**src/design/wcts_pkg.sv**
```systemverilog
// ----------------------------------------------------------------------------
// Weighted category table sampler package
// Shared constants, command and status codes, the queue entry type and the engine state type.
// ----------------------------------------------------------------------------
package wcts_pkg;

  localparam int MAX_CATEGORIES = 16;
  localparam int IDX_W = $clog2(MAX_CATEGORIES);
  localparam int CNT_W = $clog2(MAX_CATEGORIES + 1);

  localparam logic [16:0] ONE_Q16 = 17'd65536;
  localparam logic [20:0] SUM_LIMIT = 21'd1048576;
  localparam logic [31:0] MINUS_ONE_Q16 = 32'hFFFF0000;

  typedef enum logic [2:0] {
    CMD_SET    = 3'd0,
    CMD_ADD    = 3'd1,
    CMD_READ   = 3'd2,
    CMD_QUERY  = 3'd3,
    CMD_SAMPLE = 3'd4
  } cmd_t;

  typedef enum logic [2:0] {
    ST_OK        = 3'd0,
    ST_NOT_FOUND = 3'd1,
    ST_FULL      = 3'd2,
    ST_RANGE     = 3'd3,
    ST_NO_SAMPLE = 3'd4
  } status_t;

  // One decoded transaction handed from the front to the back.
  typedef struct packed {
    logic [2:0]  command;
    logic [31:0] value;
    logic [16:0] weight;
    logic [3:0]  index;
    logic [16:0] draw;
  } job_t;

  typedef enum logic [2:0] {
    S_IDLE,
    S_SCAN,
    S_SHIFT,
    S_DONE
  } state_t;

endpackage

```
**src/design/wcts_front.sv**
```systemverilog
// ----------------------------------------------------------------------------
// Front end
// Accepts transactions, clamps the weight and queues them for the back end.
// ----------------------------------------------------------------------------
module wcts_front
  import wcts_pkg::*;
(
  input  logic        clk,
  input  logic        rst,
  input  logic        valid_in,
  output logic        stall_in,
  input  logic [2:0]  command,
  input  logic [31:0] category_value,
  input  logic [16:0] weight_in,
  input  logic [3:0]  entry_index,
  input  logic [16:0] random_draw,
  output logic        job_valid,
  input  logic        job_take,
  output job_t        job
);

  job_t       q [2];
  logic       wr_ptr, rd_ptr;
  logic [1:0] fill;
  logic       push, pop;

  // The queue holds two transactions.
  assign stall_in  = (fill == 2'd2);
  assign push      = valid_in && !stall_in;
  assign job_valid = (fill != 2'd0);
  assign pop       = job_valid && job_take;
  assign job       = q[rd_ptr];

  always_ff @(posedge clk) begin
    if (push) begin
      q[wr_ptr].command <= command;
      q[wr_ptr].value   <= category_value;
      q[wr_ptr].weight  <= (weight_in > ONE_Q16) ? ONE_Q16 : weight_in;
      q[wr_ptr].index   <= entry_index;
      q[wr_ptr].draw    <= random_draw;
    end
  end

  always_ff @(posedge clk) begin
    if (rst) begin
      wr_ptr <= 1'b0;
      rd_ptr <= 1'b0;
      fill   <= 2'd0;
    end else begin
      if (push) wr_ptr <= ~wr_ptr;
      if (pop)  rd_ptr <= ~rd_ptr;
      fill <= fill + {1'b0, push} - {1'b0, pop};
    end
  end

endmodule

```
**src/design/wcts_back.sv**
```systemverilog
// ----------------------------------------------------------------------------
// Back end
// Walks the sorted table one entry per cycle and forms the result.
// ----------------------------------------------------------------------------
module wcts_back
  import wcts_pkg::*;
(
  input  logic        clk,
  input  logic        rst,
  input  logic        job_valid,
  output logic        job_take,
  input  job_t        job,
  output logic        valid_out,
  input  logic        stall_out,
  output logic [2:0]  status,
  output logic [31:0] category_out,
  output logic [16:0] weight_out,
  output logic [20:0] sum_below,
  output logic [20:0] sum_above,
  output logic [20:0] at_or_below,
  output logic [20:0] at_or_above,
  output logic [4:0]  entry_count
);

  logic [31:0] keys [MAX_CATEGORIES];
  logic [16:0] wts  [MAX_CATEGORIES];
  logic [CNT_W-1:0] used;

  state_t state, state_next;
  job_t   cur;
  logic [CNT_W-1:0] ptr;
  logic [20:0] lo, hi;
  logic [21:0] run;
  logic hit, found, full_miss;
  logic [IDX_W-1:0] pos;

  logic [IDX_W-1:0] pi;
  logic [31:0] k;
  logic [16:0] w;
  logic scan_end, keq, kgt;
  logic lands, key_hit, room, grow;
  logic [21:0] run_sum;
  logic [17:0] add_sum;

  assign pi       = ptr[IDX_W-1:0];
  assign k        = keys[pi];
  assign w        = wts[pi];
  assign scan_end = (ptr >= used);
  assign keq      = ($signed(k) == $signed(cur.value));
  assign kgt      = ($signed(k) > $signed(cur.value));
  assign run_sum  = run + {5'd0, w};
  assign add_sum  = {1'b0, wts[pos]} + {1'b0, cur.weight};

  // Set and add stop at the first key not below the value; a new key needs room.
  assign lands    = scan_end || keq || kgt;
  assign key_hit  = !scan_end && keq;
  assign room     = (used != MAX_CATEGORIES[CNT_W-1:0]);
  assign grow     = !key_hit && room;

  function automatic logic [20:0] sat_add(logic [20:0] a, logic [16:0] b);
    logic [21:0] s;
    s = {1'b0, a} + {5'd0, b};
    return (s > {1'b0, SUM_LIMIT}) ? SUM_LIMIT : s[20:0];
  endfunction

  assign job_take = (state == S_IDLE) && !valid_out;

  // Next state.
  always_comb begin
    state_next = state;
    unique case (state)
      S_IDLE:  if (job_valid && !valid_out) state_next = S_SCAN;
      S_SCAN: begin
        unique case (cur.command)
          CMD_SET, CMD_ADD: begin
            if (lands) state_next = grow ? S_SHIFT : S_DONE;
          end
          CMD_QUERY: if (scan_end) state_next = S_DONE;
          CMD_SAMPLE: begin
            if (scan_end || {5'd0, cur.draw} <= run_sum) state_next = S_DONE;
          end
          default: state_next = S_DONE;
        endcase
      end
      S_SHIFT: if (ptr == {1'b0, pos}) state_next = S_DONE;
      S_DONE:  state_next = S_IDLE;
      default: state_next = S_IDLE;
    endcase
  end

  // Datapath and table update.
  always_ff @(posedge clk) begin
    if (rst) begin
      state     <= S_IDLE;
      used      <= '0;
      valid_out <= 1'b0;
    end else begin
      state <= state_next;
      if (valid_out && !stall_out) valid_out <= 1'b0;
      unique case (state)
        S_IDLE: if (job_valid && !valid_out) begin
          cur <= job;
          ptr <= '0;
          lo <= '0; hi <= '0; run <= '0;
          hit <= 1'b0; found <= 1'b0; full_miss <= 1'b0;
        end
        S_SCAN: begin
          unique case (cur.command)
            CMD_SET, CMD_ADD: begin
              if (lands) begin
                pos       <= pi;
                hit       <= key_hit;
                full_miss <= !key_hit && !room;
                // Open a slot by shifting from the top down.
                if (grow) ptr <= used;
              end else ptr <= ptr + CNT_W'(1);
            end
            CMD_QUERY: begin
              if (!scan_end) begin
                if (found) hi <= sat_add(hi, w);
                else if (keq) begin
                  found <= 1'b1; pos <= pi;
                end else lo <= sat_add(lo, w);
                ptr <= ptr + CNT_W'(1);
              end
            end
            CMD_SAMPLE: begin
              if (!scan_end) begin
                run <= run_sum;
                if ({5'd0, cur.draw} <= run_sum) begin
                  found <= 1'b1; pos <= pi;
                end else ptr <= ptr + CNT_W'(1);
              end
            end
            default: ;
          endcase
        end
        S_SHIFT: begin
          if (ptr == {1'b0, pos}) begin
            keys[pi] <= cur.value;
            wts[pi]  <= cur.weight;
            used     <= used + CNT_W'(1);
          end else begin
            keys[pi] <= keys[pi - IDX_W'(1)];
            wts[pi]  <= wts[pi - IDX_W'(1)];
            ptr      <= ptr - CNT_W'(1);
          end
        end
        S_DONE: begin
          valid_out    <= 1'b1;
          status       <= ST_OK;
          category_out <= '0;
          weight_out   <= '0;
          sum_below    <= '0;
          sum_above    <= '0;
          at_or_below  <= '0;
          at_or_above  <= '0;
          entry_count  <= 5'(used);
          unique case (cur.command)
            CMD_SET, CMD_ADD: begin
              if (hit) begin
                category_out <= cur.value;
                if (cur.command == CMD_SET) begin
                  wts[pos] <= cur.weight; weight_out <= cur.weight;
                end else begin
                  wts[pos] <= (add_sum > {1'b0, ONE_Q16}) ? ONE_Q16 : add_sum[16:0];
                  weight_out <= (add_sum > {1'b0, ONE_Q16}) ? ONE_Q16 : add_sum[16:0];
                end
              end else if (full_miss) begin
                status <= ST_FULL;
              end else begin
                category_out <= cur.value;
                weight_out   <= cur.weight;
              end
            end
            CMD_READ: begin
              if ({1'b0, cur.index} >= 5'(used)) status <= ST_RANGE;
              else begin
                category_out <= keys[cur.index[IDX_W-1:0]];
                weight_out   <= wts[cur.index[IDX_W-1:0]];
              end
            end
            CMD_QUERY: begin
              sum_below <= lo;
              at_or_above <= 21'({4'd0, ONE_Q16}) - lo;
              if (found) begin
                category_out <= cur.value;
                weight_out   <= wts[pos];
                sum_above    <= hi;
                at_or_below  <= 21'({4'd0, ONE_Q16}) - hi;
              end else status <= ST_NOT_FOUND;
            end
            CMD_SAMPLE: begin
              if (found) begin
                category_out <= keys[pos];
                weight_out   <= wts[pos];
              end else begin
                status       <= ST_NO_SAMPLE;
                category_out <= MINUS_ONE_Q16;
              end
            end
            default: ;
          endcase
        end
        default: ;
      endcase
    end
  end

endmodule

```
**src/design/weighted_category_table_sampler.sv**
```systemverilog
// ----------------------------------------------------------------------------
// Weighted category table sampler
// Sorted table of up to sixteen weighted categories with set, add, read,
// query and sampling commands.
// ----------------------------------------------------------------------------
// Usage: the input channel (valid_in, stall_in) carries one command per
// transaction; the output channel (valid_out, stall_out) returns exactly one
// result per command, in order. A two-entry queue separates the front from
// the table engine, so commands are taken while a result waits.
// Read and unknown codes do not walk the table. Other commands walk the table
// one entry per cycle; an insert that stops early then moves the entries above
// its slot up to open it. The engine takes a new command only once it has
// finished the last one and that result has been taken; the walk sets the pace.
// Reset empties the table and drops any queued transactions.
// A stalled result holds; the engine waits until it is taken.
// ----------------------------------------------------------------------------
module weighted_category_table_sampler
  import wcts_pkg::*;
(
  input  logic        clk,
  input  logic        rst,
  input  logic        valid_in,
  output logic        stall_in,
  input  logic [2:0]  command,
  input  logic [31:0] category_value,
  input  logic [16:0] weight_in,
  input  logic [3:0]  entry_index,
  input  logic [16:0] random_draw,
  output logic        valid_out,
  input  logic        stall_out,
  output logic [2:0]  status,
  output logic [31:0] category_out,
  output logic [16:0] weight_out,
  output logic [20:0] sum_below,
  output logic [20:0] sum_above,
  output logic [20:0] at_or_below,
  output logic [20:0] at_or_above,
  output logic [4:0]  entry_count
);

  logic job_valid, job_take;
  job_t job;

  wcts_front u_front (
    .clk, .rst, .valid_in, .stall_in, .command, .category_value,
    .weight_in, .entry_index, .random_draw, .job_valid, .job_take, .job
  );

  wcts_back u_back (
    .clk, .rst, .job_valid, .job_take, .job, .valid_out, .stall_out,
    .status, .category_out, .weight_out, .sum_below, .sum_above,
    .at_or_below, .at_or_above, .entry_count
  );

endmodule
```
**config.mk**
```make
export PLATFORM = sky130hd
export DESIGN_NAME = weighted_category_table_sampler
export DESIGN_NICKNAME = d
export VERILOG_FILES = /design/src/design/wcts_pkg.sv /design/src/design/wcts_front.sv /design/src/design/wcts_back.sv /design/src/design/weighted_category_table_sampler.sv
export SDC_FILE = /design/constraint.sdc
export NUM_CORES = 2
export LEC_CHECK = 0
export BUFFER_PORTS_ARGS = -buffer_cell sky130_fd_sc_hd__buf_4
export CAP_MARGIN = 10
export CORE_UTILIZATION = 25
export CTS_CLUSTER_DIAMETER = 80
export DETAILED_ROUTE_END_ITERATION = 16
export GPL_ROUTABILITY_DRIVEN = 0
export PLACE_DENSITY = 0.38
export SLEW_MARGIN = 20
export SYNTH_ARGS = -nofsm -noshare
export SYNTH_HDL_FRONTEND = slang
export SYNTH_SLANG_ARGS = --single-unit
```
**constraint.sdc**
```tcl
create_clock -name clk -period 14.5 [get_ports clk]
set_input_delay 0 -clock clk [delete_from_list [all_inputs] [get_ports clk]]
set_output_delay 0 -clock clk [all_outputs]
set_load 0.01 [all_outputs]
```
==> impl_metrics.tcl <==
set metrics [dict create \
    hold_viol 0 \
    synth_flop_cell "edfxtp_1" \
    setup_violations 0 \
    fillers 27400 \
    endpoint_kind "flip-flop" \
    viasPerCell 5.34 \
    yosys.area.top_type "edfxtp_1" \
    fmax_ghz 0.128 \
    grt_pass1_wl_mm 365 \
    synthTopCellsByArea "edfxtp_1 52%, mux4_2 31%, ha_1 2.5%, mux2_2 1.8%, nor2_1 1.1%" \
    hold_class "in -> reg" \
    track_usage_pct 18.0 \
    grt_pass1_vias 45800 \
    syn2layout_area_growth_pct 18.7 \
    vdd_drop_max_uv 143 \
    cts.htree.levels 4 \
    drtAntennaViolNets 0 \
    fin_util_pct 29.9 \
    start_util_pct 25.2 \
    critPathMaxStageDelay_ns 0.86 \
    cts_tree "built" \
    ys_async_sr_fraction_pct 0 \
    synth_edf_count 1218 \
    ys_seq_area_share_pct 52.4 \
    synth_warnings 0 \
    cap_viol_max_count 0 \
    yosysUniqueCellTypes 78 \
    wl_met1_mm 112 \
    die_y_um 533 \
    period_share_pct 53.7 \
    crit_arrival_ns 8.49 \
    power_frac_seq_pct 29.8 \
    drc 0 \
    cts.sinks 1238 \
    final_nets 4587 \
    worstPathMaxFanout 56 \
    required_ns 15.20 \
    path_common_cell "nand2_1" \
    worst_pin_slew_ns 1.14 \
    pwr-share-clk_pct 25.8 \
    wl_met2_mm 125 \
    crit_chain "buf_4, mux4_2, mux4_2, ha_1, a211oi_1, o21ai_0, a21oi_1, a211oi_1, nor2b_1, nand2b_1, a21o_1, xnor2_1, ha_1, nand2_1, or4_1, o221ai_1, nand2_1, o211ai_1, nand2_1, a311oi_4, mux2_2" \
    max-slew-margin-rel_pct 23.7 \
    syn_area_sq_mm 0.0705 \
    cts-root-buf "clkbuf_16" \
    drive_above_1_share_pct 39.2 \
    clkLatencyLatePin_ns 0.85 \
    via_count 43800 \
    ys_top_cells_by_count "1,218 x edfxtp_1, 980 x mux4_2, 207 x nor2_1" \
    place_ws_ns 6.81 \
    p_leak_nw 27.1 \
    switching_share_pct 37.4 \
    dpl_cell_area_sq_mm 0.0769 \
    place.port_buffers 219 \
    min_period_ns 7.79 \
    status "finished clean" \
    syn_nets 4233 \
    antenna_found_initial 8 \
    die_w_um 533 \
    ios 220 \
    wl_met3_mm 15.1 \
    power_w 0.0163 \
    dr.pass1.iters 5 \
    netlist_instances 4011 \
    clk_pin_slew_worst_paths_ns 0.06 \
    synth-seq-cells 1238 \
    drt_iter0_drc 3657 \
    slew_violations 0 \
    fin_skew_ns 0.0823 \
    clockBufferDepth 4 \
    pwr-share-comb_pct 44.4 \
    place_hpwl_mm 153 \
    synth.most_common_cell "edfxtp_1" \
    powerDensity_mw_per_mm2 195 \
    crit_slowest_cell "buf_4" \
    die_area_sq_mm 0.284 \
    drt-wirelength-per-cell_um 31.6 \
    startpoint_type "flip-flop" \
    rsz0062_at_grt "false" \
    grt_max_degree 116 \
    rows 194 \
    core_area_sq_mm 0.280 \
    top_layer "met5" \
    p_switching_w 0.00609 \
    grt-ovfl-total 0 \
    wirelength_mm 260 \
    crit_type "reg -> reg" \
    tns_ns 0 \
    p_int_w 0.0102 \
    setup_slack_ns 6.71 \
    avgSynthCellArea_sq_um 17.6 \
    postLayoutCellArea_sq_mm 0.0837 \
    synth_top_area_share_pct 51.9 \
    numCtsBuffers 165 \
]
[state kept, by name, indices dropped and copies added (netlist names), 20 cells and up, named ones only]
name,flops
u_back.keys,512
u_back.wts,272
u_front.q,146
u_back.cur,73
u_back.category_out,32
u_back.run,22
u_back.at_or_above,21
u_back.hi,21
u_back.lo,21
u_back.sum_above,21
u_back.at_or_below,20
u_back.sum_below,20
[routing by layer]
layer | vias up | global-route usage, %
met5 | - | 0
met4 | 2 | 5.49
met3 | 390 | 3.24
met2 | 1781 | 29.6
met1 | 23800 | 24.1
li1 | 17900 | -
[timing repair]
| item | in CTS | in global routing |
|---|---|---|
| setup buffers | 0 | 0 |
| hold endpoints to repair | 216 | 0 |
| hold buffers | 135 | 0 |
| gates resized for setup | 0 | 0 |
[power groups by stage]
stage	Combinational (W)	Sequential (W)	Clock, W
2_1_floorplan	0.00507	0.00466	0
5_1_grt	0.00782	0.00489	0.00444
3_3_place_gp	0.00732	0.00494	0
6_report	0.00722	0.00486	0.00421
3_5_place_dp	0.00727	0.00494	0
4_1_cts	0.00733	0.00487	0.00433
[cell families (layout without fill, tap and decap cells)]
kind of cell | after synthesis | in the layout | share of synthesized area [%]
buffers and inverters | 396 | 863 | 2.16
other | 0 | 2 | 0
adders and majority gates | 145 | 145 | 2.62
muxes | 1101 | 1101 | 33.2
AOI/OAI and AO/OA | 418 | 418 | 3.93
xor gates and xnor gates | 112 | 112 | 1.39
and+or+nand+nor | 601 | 601 | 4.25
DFF | 1238 | 1238 | 52.4
[worst paths after layout]
check	start	endpoint	slack, ns	cells past startpoint
max	flip-flop	flip-flop	6.71	21
min	weight_in[16]	u_front.q[0][37]	0.04	2
max reg2reg	flip-flop	flip-flop	6.71	21
min reg2reg	u_back.used[3]	u_back.entry_count[3]	0.54	0
[placed cells by master (no fill, tap or decap), types with 9 or more instances in the layout]
cell type      count
a211oi_1          18
a21o_1            42
a21oi_1          112
a22oi_1           13
a31oi_1           11
a32oi_1           16
and2_2            12
and3_1            47
buf_4            337
bufinv_16         26
clkbuf_1          20
clkbuf_16        166
clkinv_1          27
clkinv_2          20
dfxtp_1           11
dfxtp_4            9
dlygate4sd3_1    135
edfxtp_1        1218
ha_1             140
inv_1            102
inv_6             10
mux2_2           114
mux4_2           980
nand2_1           96
nand2b_1          41
nand3_1           37
nand4_1           18
nor2_1           187
nor2_2            15
nor2b_1           35
nor3_1            37
nor3b_1            9
nor4_1            15
o211ai_1           9
o21a_1            17
o21ai_0           90
o31ai_1           15
xnor2_1           42
xor2_1            68
[cell type report]
class / count / area, sq um / share of cell area, %
Antenna cell: 2 / 5.00 / 0.00598
Clock buffer: 188 / 4260 / 5.08
Timing Repair Buffer: 480 / 4040 / 4.83
Clock inverter: 92 / 1170 / 1.40
Multi-Input combinational cell: 2377 / 32200 / 38.5
Tap cell: 3724 / 4660 / 5.57
Sequential cell: 1238 / 37000 / 44.2
Inverter: 103 / 387 / 0.462
[critical path, delay by kind of cell, from the launching register on]
kind	cells	cell delay (ns)
AO/OA/AOI/OAI	8	2.46
multiplexers	3	1.44
AND/OR/NAND/NOR	6	1.14
buffers and inverters	1	0.86
flip-flops	1	0.83
adder cells (fa/ha/maj)	2	0.66
XOR/XNOR	1	0.15
[metrics by stage]
step	std cells	hold slack [ns]
6_report	8204	0.0419
3_5_place_dp	7787	0.187
5_1_grt	8203	0.0389
2_1_floorplan	4011	0.0989
4_1_cts	8202	0.00340
3_3_place_gp	7787	0.185
Note: power is estimated with default switching activity, not from simulation.
